==> config.mk <==
export PLATFORM = sky130hd
export DESIGN_NAME = floor_texture_row_caster
export DESIGN_NICKNAME = d
export VERILOG_FILES = /design/src/hdl/ftrc_pkg.sv /design/src/hdl/ftrc_div.sv /design/src/hdl/ftrc_datapath.sv /design/src/hdl/ftrc_ctrl.sv /design/src/hdl/floor_texture_row_caster.sv
export VERILOG_INCLUDE_DIRS = /design/src /design/src/hdl
export SDC_FILE = /design/constraint.sdc
export NUM_CORES = 2
export LEC_CHECK = 0
export ABC_AREA = 1
export BUFFER_PORTS_ARGS = -buffer_cell sky130_fd_sc_hd__buf_2
export CAP_MARGIN = 5
export CORE_MARGIN = 3
export CORE_UTILIZATION = 65
export CTS_CLUSTER_SIZE = 25
export DETAILED_ROUTE_END_ITERATION = 10
export PLACE_DENSITY_LB_ADDON = 0.3
export SYNTH_ARGS = -nofsm -noshare
export SYNTH_HDL_FRONTEND = slang
export SYNTH_HIERARCHICAL = 1
export SYNTH_SLANG_ARGS = --single-unit
==> constraint.sdc <==
create_clock -name clk -period 24.9 [get_ports clk]
set_input_delay 2.49 -clock clk [delete_from_list [all_inputs] [get_ports clk]]
set_output_delay 2.49 -clock clk [all_outputs]
set_load 0.01 [all_outputs]
==> src/hdl/floor_texture_row_caster_defines.svh <==
// assertion macros of the floor texture row caster, used by ftrc_ctrl
// expects clk and arst_n in the scope that uses them
`ifndef FLOOR_TEXTURE_ROW_CASTER_DEFINES_SVH
`define FLOOR_TEXTURE_ROW_CASTER_DEFINES_SVH

`ifndef NO_ASSERTIONS
// same-cycle implication
`define FTRC_ASSERT_NOW(label, ante, cons) \
	label: assert property (@(posedge clk) disable iff (!arst_n) (ante) |-> (cons)) \
		else $error("ftrc same-cycle check failed");
// next-cycle implication
`define FTRC_ASSERT_NEXT(label, ante, cons) \
	label: assert property (@(posedge clk) disable iff (!arst_n) (ante) |=> (cons)) \
		else $error("ftrc next-cycle check failed");
`else
`define FTRC_ASSERT_NOW(label, ante, cons)
`define FTRC_ASSERT_NEXT(label, ante, cons)
`endif

`endif

==> src/hdl/ftrc_pkg.sv <==
// shared constants, types and helpers of the floor texture row caster
// no dependencies
`timescale 1ns / 1ps

package ftrc_pkg;

	// screen and fixed point geometry
	localparam int SCREEN_WIDTH  = 640;
	localparam int SCREEN_HEIGHT = 480;
	localparam int TEXTURE_SIZE  = 64;
	localparam int FRACTION_BITS = 16;
	localparam int HALF_H        = SCREEN_HEIGHT / 2;

	// field widths
	localparam int ROW_W = 9;
	localparam int COL_W = 10;
	localparam int TEX_W = 6;
	localparam int POS_W = 24;
	localparam int DIR_W = 18;
	localparam int CFG_W = 24;
	localparam int IDX_W = 3;
	localparam int ACC_W = 32;

	// derived arithmetic widths
	localparam longint HNUM   = longint'(SCREEN_HEIGHT) << FRACTION_BITS;
	localparam int     DIST_W = $clog2(HNUM / 2 + 1);
	localparam int     PROD_W = DIST_W + DIR_W + 1;
	localparam int     OFF_W  = DIST_W + DIR_W + 2;
	localparam int     NUM_W  = PROD_W;
	localparam int     DEN_W  = ROW_W + 1;
	localparam int     CNT_W  = $clog2(NUM_W + 1);
	localparam int     TS_W   = $clog2(TEXTURE_SIZE + 1) > TEX_W ?
		$clog2(TEXTURE_SIZE + 1) : TEX_W;

	// step division: 2 * prod / (SCREEN_WIDTH << FRACTION_BITS) = prod / (5 << 22),
	// a right shift then a divide by five through a rounded-up reciprocal
	// (SCREEN_WIDTH = STEP_ODD << (STEP_SHIFT - FRACTION_BITS + 1))
	localparam int     STEP_SHIFT = FRACTION_BITS + 6;
	localparam int     STEP_ODD   = 5;
	localparam int     SQ_W       = PROD_W - STEP_SHIFT;
	localparam int     RECIP_SH   = 23;
	localparam longint RECIP      = ((longint'(1) << RECIP_SH) + STEP_ODD - 1) / STEP_ODD;
	localparam int     RP_W       = 2 * SQ_W;

	// configuration register indexes
	typedef enum logic [IDX_W-1:0] {
		REG_POS_X   = 3'd0,
		REG_POS_Y   = 3'd1,
		REG_DIR_X   = 3'd2,
		REG_DIR_Y   = 3'd3,
		REG_PLANE_X = 3'd4,
		REG_PLANE_Y = 3'd5
	} reg_idx_t;

	// controller to datapath commands
	typedef struct packed {
		logic latch;
		logic div_start;
		logic load_dist;
		logic load_prod;
		logic axis_y;
		logic load_world;
		logic load_step;
		logic emit;
		logic from_latch;
	} cmd_t;

	// datapath to controller status
	typedef struct packed {
		logic col_zero;
		logic col_ok;
		logic row_ok;
		logic out_free;
		logic div_done;
	} status_t;

	// texel index from the fraction bits of an accumulator
	function automatic logic [TEX_W-1:0] texel_of(input logic [ACC_W-1:0] w);
		logic [FRACTION_BITS+TS_W-1:0] p;
		p = (FRACTION_BITS+TS_W)'(w[FRACTION_BITS-1:0]) *
			(FRACTION_BITS+TS_W)'(TEXTURE_SIZE);
		return p[FRACTION_BITS +: TEX_W];
	endfunction

endpackage

==> src/hdl/ftrc_div.sv <==
// bit-serial restoring divider, one quotient bit per cycle
// depends on ftrc_pkg
`timescale 1ns / 1ps

module ftrc_div (
	input  logic                       clk,
	input  logic                       arst_n,
	input  logic                       start,
	input  logic [ftrc_pkg::NUM_W-1:0] num,
	input  logic [ftrc_pkg::DEN_W-1:0] den,
	output logic                       done,
	output logic [ftrc_pkg::NUM_W-1:0] quot
);
	import ftrc_pkg::*;

	logic             busy_q;
	logic             done_q;
	logic [CNT_W-1:0] cnt_q;
	logic [DEN_W:0]   rem_q;
	logic [NUM_W-1:0] qt_q;
	logic [DEN_W-1:0] den_q;
	logic [DEN_W:0]   shifted;
	logic [DEN_W:0]   rem_nx;
	logic             ge;

	// trial subtract of the shifted remainder
	always_comb begin
		shifted = {rem_q[DEN_W-1:0], qt_q[NUM_W-1]};
		ge      = shifted >= {1'b0, den_q};
		rem_nx  = ge ? shifted - {1'b0, den_q} : shifted;
	end

	// iteration control
	always_ff @(posedge clk or negedge arst_n) begin
		if (!arst_n) begin
			busy_q <= 1'b0;
			done_q <= 1'b0;
			cnt_q  <= '0;
		end else begin
			done_q <= 1'b0;
			if (start) begin
				busy_q <= 1'b1;
				cnt_q  <= '0;
			end else if (busy_q) begin
				cnt_q <= cnt_q + 1'b1;
				if (cnt_q == CNT_W'(NUM_W - 1)) begin
					busy_q <= 1'b0;
					done_q <= 1'b1;
				end
			end
		end
	end

	// remainder and quotient shift
	always_ff @(posedge clk) begin
		if (start) begin
			rem_q <= '0;
			qt_q  <= num;
			den_q <= den;
		end else if (busy_q) begin
			rem_q <= rem_nx;
			qt_q  <= {qt_q[NUM_W-2:0], ge};
		end
	end

	assign done = done_q;
	assign quot = qt_q;

endmodule

==> src/hdl/ftrc_datapath.sv <==
// datapath: configuration registers, row set-up arithmetic, accumulators, result register
// depends on ftrc_pkg and ftrc_div
`timescale 1ns / 1ps

module ftrc_datapath (
	input  logic                       clk,
	input  logic                       arst_n,
	input  logic                       cfg_we,
	input  logic [ftrc_pkg::IDX_W-1:0] cfg_index,
	input  logic [ftrc_pkg::CFG_W-1:0] cfg_data,
	input  logic [ftrc_pkg::ROW_W-1:0] row,
	input  logic [ftrc_pkg::COL_W-1:0] column,
	input  ftrc_pkg::cmd_t             cmd,
	output ftrc_pkg::status_t          st,
	output logic                       out_valid,
	input  logic                       out_stall,
	output logic [ftrc_pkg::ROW_W-1:0] floor_row,
	output logic [ftrc_pkg::ROW_W-1:0] ceiling_row,
	output logic [ftrc_pkg::COL_W-1:0] pixel_column,
	output logic [ftrc_pkg::TEX_W-1:0] texel_u,
	output logic [ftrc_pkg::TEX_W-1:0] texel_v
);
	import ftrc_pkg::*;

	logic        [POS_W-1:0]  pos_x_q, pos_y_q;
	logic signed [DIR_W-1:0]  dir_x_q, dir_y_q, plane_x_q, plane_y_q;
	logic        [ROW_W-1:0]  row_q;
	logic        [COL_W-1:0]  col_q;
	logic        [DIST_W-1:0] dist_q;
	logic signed [PROD_W-1:0] prod_q;
	logic signed [OFF_W-1:0]  off_q;
	logic        [ACC_W-1:0]  step_mag_q;
	logic        [ACC_W-1:0]  step_x_q, step_y_q, world_x_q, world_y_q;
	logic                     out_valid_q;
	logic        [ROW_W-1:0]  floor_row_q, ceiling_row_q;
	logic        [COL_W-1:0]  pixel_column_q;
	logic        [TEX_W-1:0]  texel_u_q, texel_v_q;

	logic        [ROW_W-1:0]  p;
	logic signed [DIR_W-1:0]  pln, dr;
	logic        [POS_W-1:0]  ps;
	logic signed [DIST_W:0]   dist_s;
	logic signed [DIR_W:0]    diff;
	logic signed [PROD_W-1:0] prod;
	logic signed [OFF_W-1:0]  off;
	logic        [PROD_W-1:0] mag;
	logic        [RP_W-1:0]   step_rp;
	logic signed [OFF_W-1:0]  off_adj;
	logic signed [OFF_W-1:0]  off_sh;
	logic        [ACC_W-1:0]  start_pt;
	logic        [NUM_W-1:0]  quot;
	logic        [ACC_W-1:0]  step_val;
	logic        [NUM_W-1:0]  div_num;
	logic        [DEN_W-1:0]  div_den;
	logic                     div_done;
	logic        [ROW_W-1:0]  src_row;
	logic        [COL_W-1:0]  src_col;

	// decode of the incoming transaction
	always_comb begin
		st.col_zero = column == '0;
		st.col_ok   = int'(column) < SCREEN_WIDTH;
		st.row_ok   = int'(row) > HALF_H && int'(row) < SCREEN_HEIGHT;
		st.out_free = !out_valid_q || !out_stall;
		st.div_done = div_done;
	end

	// configuration registers
	always_ff @(posedge clk or negedge arst_n) begin
		if (!arst_n) begin
			pos_x_q   <= '0;
			pos_y_q   <= '0;
			dir_x_q   <= DIR_W'(65536);
			dir_y_q   <= '0;
			plane_x_q <= '0;
			plane_y_q <= DIR_W'(43254);
		end else if (cfg_we) begin
			unique case (cfg_index)
				REG_POS_X:   pos_x_q   <= cfg_data[POS_W-1:0];
				REG_POS_Y:   pos_y_q   <= cfg_data[POS_W-1:0];
				REG_DIR_X:   dir_x_q   <= cfg_data[DIR_W-1:0];
				REG_DIR_Y:   dir_y_q   <= cfg_data[DIR_W-1:0];
				REG_PLANE_X: plane_x_q <= cfg_data[DIR_W-1:0];
				REG_PLANE_Y: plane_y_q <= cfg_data[DIR_W-1:0];
				default: ;
			endcase
		end
	end

	// per-axis operand selection and products
	always_comb begin
		p      = row_q - ROW_W'(HALF_H);
		pln    = cmd.axis_y ? plane_y_q : plane_x_q;
		dr     = cmd.axis_y ? dir_y_q : dir_x_q;
		ps     = cmd.axis_y ? pos_y_q : pos_x_q;
		dist_s = $signed({1'b0, dist_q});
		diff   = $signed({dr[DIR_W-1], dr}) - $signed({pln[DIR_W-1], pln});
		prod   = dist_s * pln;
		off    = dist_s * diff;
	end

	// start point and step magnitude from the registered products
	always_comb begin
		mag      = prod_q[PROD_W-1] ? PROD_W'(-prod_q) : PROD_W'(prod_q);
		step_rp  = RP_W'(mag[PROD_W-1:STEP_SHIFT]) * RP_W'(RECIP);
		off_adj  = off_q + (off_q[OFF_W-1] ?
			OFF_W'((longint'(1) << FRACTION_BITS) - 1) : OFF_W'(0));
		off_sh   = off_adj >>> FRACTION_BITS;
		start_pt = ACC_W'(ps) + off_sh[ACC_W-1:0];
		step_val = prod_q[PROD_W-1] ? -step_mag_q : step_mag_q;
		div_num  = NUM_W'(HNUM);
		div_den  = {p, 1'b0};
	end

	ftrc_div u_div (
		.clk    (clk),
		.arst_n (arst_n),
		.start  (cmd.div_start),
		.num    (div_num),
		.den    (div_den),
		.done   (div_done),
		.quot   (quot)
	);

	// row set-up registers; the step magnitude is taken with the start point
	always_ff @(posedge clk) begin
		if (cmd.latch) begin
			row_q <= row;
			col_q <= column;
		end
		if (cmd.load_dist)
			dist_q <= quot[DIST_W-1:0];
		if (cmd.load_prod) begin
			prod_q <= prod;
			off_q  <= off;
		end
		if (cmd.load_world)
			step_mag_q <= ACC_W'(step_rp[RP_W-1:RECIP_SH]);
	end

	// accumulators
	always_ff @(posedge clk or negedge arst_n) begin
		if (!arst_n) begin
			step_x_q  <= '0;
			step_y_q  <= '0;
			world_x_q <= '0;
			world_y_q <= '0;
		end else begin
			if (cmd.load_world) begin
				if (cmd.axis_y)
					world_y_q <= start_pt;
				else
					world_x_q <= start_pt;
			end
			if (cmd.load_step) begin
				if (cmd.axis_y)
					step_y_q <= step_val;
				else
					step_x_q <= step_val;
			end
			if (cmd.emit) begin
				world_x_q <= world_x_q + step_x_q;
				world_y_q <= world_y_q + step_y_q;
			end
		end
	end

	// result register
	assign src_row = cmd.from_latch ? row_q : row;
	assign src_col = cmd.from_latch ? col_q : column;

	always_ff @(posedge clk or negedge arst_n) begin
		if (!arst_n)
			out_valid_q <= 1'b0;
		else if (cmd.emit)
			out_valid_q <= 1'b1;
		else if (!out_stall)
			out_valid_q <= 1'b0;
	end

	always_ff @(posedge clk) begin
		if (cmd.emit) begin
			floor_row_q    <= src_row;
			ceiling_row_q  <= ROW_W'(SCREEN_HEIGHT - 1) - src_row;
			pixel_column_q <= src_col;
			texel_u_q      <= texel_of(world_x_q);
			texel_v_q      <= texel_of(world_y_q);
		end
	end

	assign out_valid    = out_valid_q;
	assign floor_row    = floor_row_q;
	assign ceiling_row  = ceiling_row_q;
	assign pixel_column = pixel_column_q;
	assign texel_u      = texel_u_q;
	assign texel_v      = texel_v_q;

endmodule

==> src/hdl/ftrc_ctrl.sv <==
// controller state machine: transaction acceptance and row set-up sequencing
// depends on ftrc_pkg and the assertion macro header
`timescale 1ns / 1ps
`include "floor_texture_row_caster_defines.svh"

module ftrc_ctrl (
	input  logic              clk,
	input  logic              arst_n,
	input  logic              in_valid,
	output logic              in_stall,
	input  ftrc_pkg::status_t st,
	output ftrc_pkg::cmd_t    cmd
);
	import ftrc_pkg::*;

	typedef enum logic [9:0] {
		S_IDLE = 10'b0000000001,
		S_LOAD = 10'b0000000010,
		S_DDIS = 10'b0000000100,
		S_MULX = 10'b0000001000,
		S_STX  = 10'b0000010000,
		S_WDX  = 10'b0000100000,
		S_MULY = 10'b0001000000,
		S_STY  = 10'b0010000000,
		S_WDY  = 10'b0100000000,
		S_EMIT = 10'b1000000000
	} state_t;

	state_t state_q, state_nx;
	logic   row_active_q, row_active_nx;
	logic   accept;

	assign in_stall = !(state_q == S_IDLE && st.out_free);
	assign accept   = in_valid && !in_stall;

	// next state and commands
	always_comb begin
		state_nx      = state_q;
		row_active_nx = row_active_q;
		cmd           = '0;
		cmd.axis_y    = state_q == S_MULY || state_q == S_STY || state_q == S_WDY;
		unique case (state_q)
			S_IDLE: begin
				cmd.latch = accept;
				if (accept && st.col_ok) begin
					if (st.col_zero) begin
						if (st.row_ok)
							state_nx = S_LOAD;
						else
							row_active_nx = 1'b0;
					end else if (row_active_q && st.row_ok) begin
						cmd.emit = 1'b1;
					end
				end
			end
			S_LOAD: begin
				cmd.div_start = 1'b1;
				state_nx      = S_DDIS;
			end
			S_DDIS: begin
				if (st.div_done) begin
					cmd.load_dist = 1'b1;
					state_nx      = S_MULX;
				end
			end
			S_MULX: begin
				cmd.load_prod = 1'b1;
				state_nx      = S_STX;
			end
			S_STX: begin
				cmd.load_world = 1'b1;
				state_nx       = S_WDX;
			end
			S_WDX: begin
				cmd.load_step = 1'b1;
				state_nx      = S_MULY;
			end
			S_MULY: begin
				cmd.load_prod = 1'b1;
				state_nx      = S_STY;
			end
			S_STY: begin
				cmd.load_world = 1'b1;
				state_nx       = S_WDY;
			end
			S_WDY: begin
				cmd.load_step = 1'b1;
				state_nx      = S_EMIT;
			end
			S_EMIT: begin
				if (st.out_free) begin
					cmd.emit       = 1'b1;
					cmd.from_latch = 1'b1;
					row_active_nx  = 1'b1;
					state_nx       = S_IDLE;
				end
			end
			default: state_nx = S_IDLE;
		endcase
	end

	// state registers
	always_ff @(posedge clk or negedge arst_n) begin
		if (!arst_n) begin
			state_q      <= S_IDLE;
			row_active_q <= 1'b0;
		end else begin
			state_q      <= state_nx;
			row_active_q <= row_active_nx;
		end
	end

	// divider completes only while a division is awaited
	`FTRC_ASSERT_NOW(a_div_done_awaited, st.div_done,
		state_q == S_DDIS || state_q == S_WDX || state_q == S_WDY)
	// row set-up always starts with the distance division
	`FTRC_ASSERT_NEXT(a_load_to_dist, state_q == S_LOAD, state_q == S_DDIS)
	// the first pixel of a row leaves the row active
	`FTRC_ASSERT_NEXT(a_emit_activates, state_q == S_EMIT && cmd.emit,
		state_q == S_IDLE && row_active_q)

endmodule

==> src/hdl/floor_texture_row_caster.sv <==
// top level of the floor texture row caster: controller plus datapath
// depends on ftrc_pkg, ftrc_ctrl, ftrc_datapath (and ftrc_div below it)
//
// channel   direction  handshake            payload
// input     in         in_valid / in_stall  row, column
// result    out        out_valid/out_stall  floor_row, ceiling_row, pixel_column, texel_u, texel_v
// config    in         cfg_we               cfg_index, cfg_data
//
// a pixel of an active row is emitted straight from idle; column 0 below the horizon first
// sets up its row: a load state, the bit-serial distance division, then products, start
// points and steps per axis (steps by a shift and a reciprocal multiply)
// the result register takes a new result in the cycle the old one leaves
// reset is asynchronous and active low; there is no clearing pass
// input is stalled while a row is being set up or a result waits under out_stall
`timescale 1ns / 1ps

module floor_texture_row_caster (
	input  logic                       clk,
	input  logic                       arst_n,
	input  logic                       cfg_we,
	input  logic [ftrc_pkg::IDX_W-1:0] cfg_index,
	input  logic [ftrc_pkg::CFG_W-1:0] cfg_data,
	input  logic                       in_valid,
	output logic                       in_stall,
	input  logic [ftrc_pkg::ROW_W-1:0] row,
	input  logic [ftrc_pkg::COL_W-1:0] column,
	output logic                       out_valid,
	input  logic                       out_stall,
	output logic [ftrc_pkg::ROW_W-1:0] floor_row,
	output logic [ftrc_pkg::ROW_W-1:0] ceiling_row,
	output logic [ftrc_pkg::COL_W-1:0] pixel_column,
	output logic [ftrc_pkg::TEX_W-1:0] texel_u,
	output logic [ftrc_pkg::TEX_W-1:0] texel_v
);
	import ftrc_pkg::*;

	cmd_t    cmd;
	status_t st;

	ftrc_ctrl u_ctrl (
		.clk      (clk),
		.arst_n   (arst_n),
		.in_valid (in_valid),
		.in_stall (in_stall),
		.st       (st),
		.cmd      (cmd)
	);

	ftrc_datapath u_dp (
		.clk          (clk),
		.arst_n       (arst_n),
		.cfg_we       (cfg_we),
		.cfg_index    (cfg_index),
		.cfg_data     (cfg_data),
		.row          (row),
		.column       (column),
		.cmd          (cmd),
		.st           (st),
		.out_valid    (out_valid),
		.out_stall    (out_stall),
		.floor_row    (floor_row),
		.ceiling_row  (ceiling_row),
		.pixel_column (pixel_column),
		.texel_u      (texel_u),
		.texel_v      (texel_v)
	);

endmodule
==> results.cfg <==
[clocking]
cts_max_path_buffers = 3
cts_sinks = 425
cts_hold_repair.buffers = 0
cts_root_buf = clkbuf_16
numCtsBuffers = 46
worstSkewPairLatency_ps = 610
tritoncts = yes
postCtsSetupBuffers = 0
clk_pin_slew_ps = 60
cts_resized = 0
htree_levels = 2

[synth]
synth_mux_area_share_pct = 0.0568
yosysTopAreaCellShare_pct = 30.7
synth-main-ff-cell = edfxtp_1
yosysTopAreaCell = fa_1
yosys.cell_count.top_type = inv_1
synth-compound-area-share_pct = 6.43
netlist_top_cells_count = inv_1 (1,405), nand2_1 (1,384), fa_1 (878), ha_1 (593), nor2_1 (538)
synth_seq_area_share_pct = 20.5
synth_cell_type_count = 68
synth-xor-area-share_pct = 2.06
yosysWarnings = 6
async_flop_share_pct = 44.2
synth_fa_ha_area_share_pct = 43.6
avgSynthCellArea_um2 = 8.61
synth_cells = 6657
yosys.area_share.simple_pct = 16.4
syn_area_um2 = 57300
synth-edff-count = 227
synth_top_family_by_area = adder cells
synth-seq-cells = 425
synthTopCellsByArea = fa_1 (31%), ha_1 (13%), edfxtp_1 (12%)

[drt]
vias_per_cell = 5.71
ant_nets = 0
wire_per_inst_um = 19.1
totalWireLength_um = 150000
drtPass1Iterations = 8
route.detailed.drc = 0
num_vias = 44800
drt_iter0_markers = 3601

[critical_path]
required_ps = 25320
worst_ep_arrival_time_ps = 12660
ff2ff_path_depth = 44
ff2ff_setup_slack_ps = 12660
worstReg2RegEnd = u_dp/off_q[43]$_DFFE_PP_
start_kind = flip-flop
cpPeakStageDelay_ps = 870
r2r-start = u_ctrl/state_q[0]$_DFFE_PN1P_
worst_setup_path_end_kind = flip-flop
cp-endpoint = u_dp/off_q[43]$_DFFE_PP_
setup.worst_path.start = u_ctrl/state_q[0]$_DFFE_PN1P_
crit_fanout = 54
path_class = flip-flop to flip-flop
slowest_stage = inv_1
cpMostUsedCell = nand2_1

[global_routing]
grt_first_pass_wirelength_um = 241000
grt_max_degree = 117
grt_pass1_vias = 46200
grt_usage_pct = 33.8
grt.overflow.total = 0
antenna_found_initial = 5

[timing]
tns_ps = 0
post-route-worst-setup-slack_ps = 12660
setup-violations-final = 0
tightest_slew_ps = 1280
rsz0062_at_grt = false
min_period_ps = 12240
slew_viol_final = 0
timing.final.crit_share_pct = 49.1
finalHoldViolations = 0
max_freq_mhz = 81.7
clock_skew_ps = 40.2
timing.slew.headroom_pct = 14.6

[floorplan]
start_util_pct = 65.8
fp.dieArea_um2 = 91700
io_pins = 93
placementRows = 108
dieWidth_um = 303
core_um2 = 87000
die_h_um = 303

[place]
dpl_worst_slack_ps = 12910
gp_congestion = 1.01
hpwl_um = 116000
portBuffers = 86

[final_layout]
syn_to_final_growth_pct = 5.30
fin_util_pct = 69.3
drive_gt1_share_pct = 5.01
ff_latch_area_um2 = 11700
nFillCells = 6834
multi_input_area_um2 = 39500
final_nets = 8177

[status]
status = finished, final reports clean

[min_path]
holdPathStages = 0
min_path_type = flip-flop to flip-flop

[job]
maxCapViolCount = 0
-- how the worst min path moves through the flow --
stage | from | endpoint | slack, ps
2_1_floorplan | u_dp/row_q[0]$_DFFE_PP_ | u_dp/u_div/den_q[1]$_DFFE_PP_ | 430
6_report | u_dp/u_div/quot[21]$_DFFE_PP_ | u_dp/dist_q[21]$_DFFE_PP_ | 450
5_1_grt | u_dp/u_div/quot[18]$_DFFE_PP_ | u_dp/dist_q[18]$_DFFE_PP_ | 460
4_1_cts | u_dp/u_div/quot[21]$_DFFE_PP_ | u_dp/dist_q[21]$_DFFE_PP_ | 450
3_3_place_gp | u_dp/u_div/quot[15]$_DFFE_PP_ | u_dp/dist_q[15]$_DFFE_PP_ | 430
3_5_place_dp | u_dp/u_div/quot[21]$_DFFE_PP_ | u_dp/dist_q[21]$_DFFE_PP_ | 430
-- sequential cells by signal, indices dropped and copies added (netlist names), 10 cells and up --
| signal | flops |
|---|---|
| u_ctrl/state_q | 10 |
| u_dp/col_q | 10 |
| u_dp/dir_x_q | 18 |
| u_dp/dir_y_q | 18 |
| u_dp/dist_q | 24 |
| u_dp/off_q | 33 |
| u_dp/pixel_column | 10 |
| u_dp/plane_x_q | 18 |
| u_dp/plane_y_q | 18 |
| u_dp/pos_x_q | 16 |
| u_dp/pos_y_q | 16 |
| u_dp/prod_q | 43 |
| u_dp/step_mag_q | 16 |
| u_dp/step_x_q | 16 |
| u_dp/step_y_q | 16 |
| u_dp/u_div/den_q | 10 |
| u_dp/u_div/quot | 43 |
| u_dp/u_div/rem_q | 10 |
| u_dp/world_x_q | 16 |
| u_dp/world_y_q | 16 |
-- cell usage in the layout, fill, tap and decap left out, drive strengths merged, types with 11 or more instances in the layout --
master	instances
nand2	1395
dfrtp	177
clkbuf	60
conb	44
buf	136
fa	878
nor3	35
a21o	12
ha	593
xnor2	45
o21ai	298
a31oi	40
a21oi	250
xor2	90
nor4	13
nand4	26
nand3	210
nor2	557
dfstp	11
inv	1411
clkinv	30
edfxtp	227
or2	55
-- stage by stage --
step,instance area [um2],cells,hold slack (ps)
after floorplan,57500,6699,426
after global placement,58800,7762,433
after detailed placement,58800,7762,433
after CTS,60300,7847,446
after global routing,60300,7850,462
final,60300,7851,445
-- metal layers --
layer | wire (um) | track usage (%) | share of wire, %
met4 | 8880 | 16.1 | 5.9
met5 | 0 | 0 | 0
met1 | 56900 | 43.3 | 38
met2 | 68900 | 54.3 | 46
met3 | 14900 | 8.09 | 10
-- worst max-delay path: cells and delay by family, from the launching register on --
kind	cells	cell delay [ps]
adder cells (fa/ha/maj)	10	4730
AND/OR/NAND/NOR	24	3840
XOR/XNOR	1	240
AO/OA/AOI/OAI	3	580
flip-flops	1	380
buffers and inverters	6	2210
-- final cells by class --
type	instances	share of cell area, %
clock buffer	59	2.01
antenna	4	0.0166
multi-input combinational	4624	65.5
timing repair buffer	137	1.36
inverter	1421	8.85
sequential	425	19.5
clock inverter	26	0.440
tap	1155	2.40
-- cells by family after synthesis --
group / after synthesis
AND/OR/NAND/NOR: 2303
XOR/XNOR: 135
other: 2
AO/OA/AOI/OAI: 668
flip-flops: 425
adder cells (fa/ha/maj): 1471
multiplexers: 3
buffers and inverters: 1650
Power is left out: the tool's default activity adds up to more than one toggle a clock period on the data nets, which glitch-free logic cannot reach.
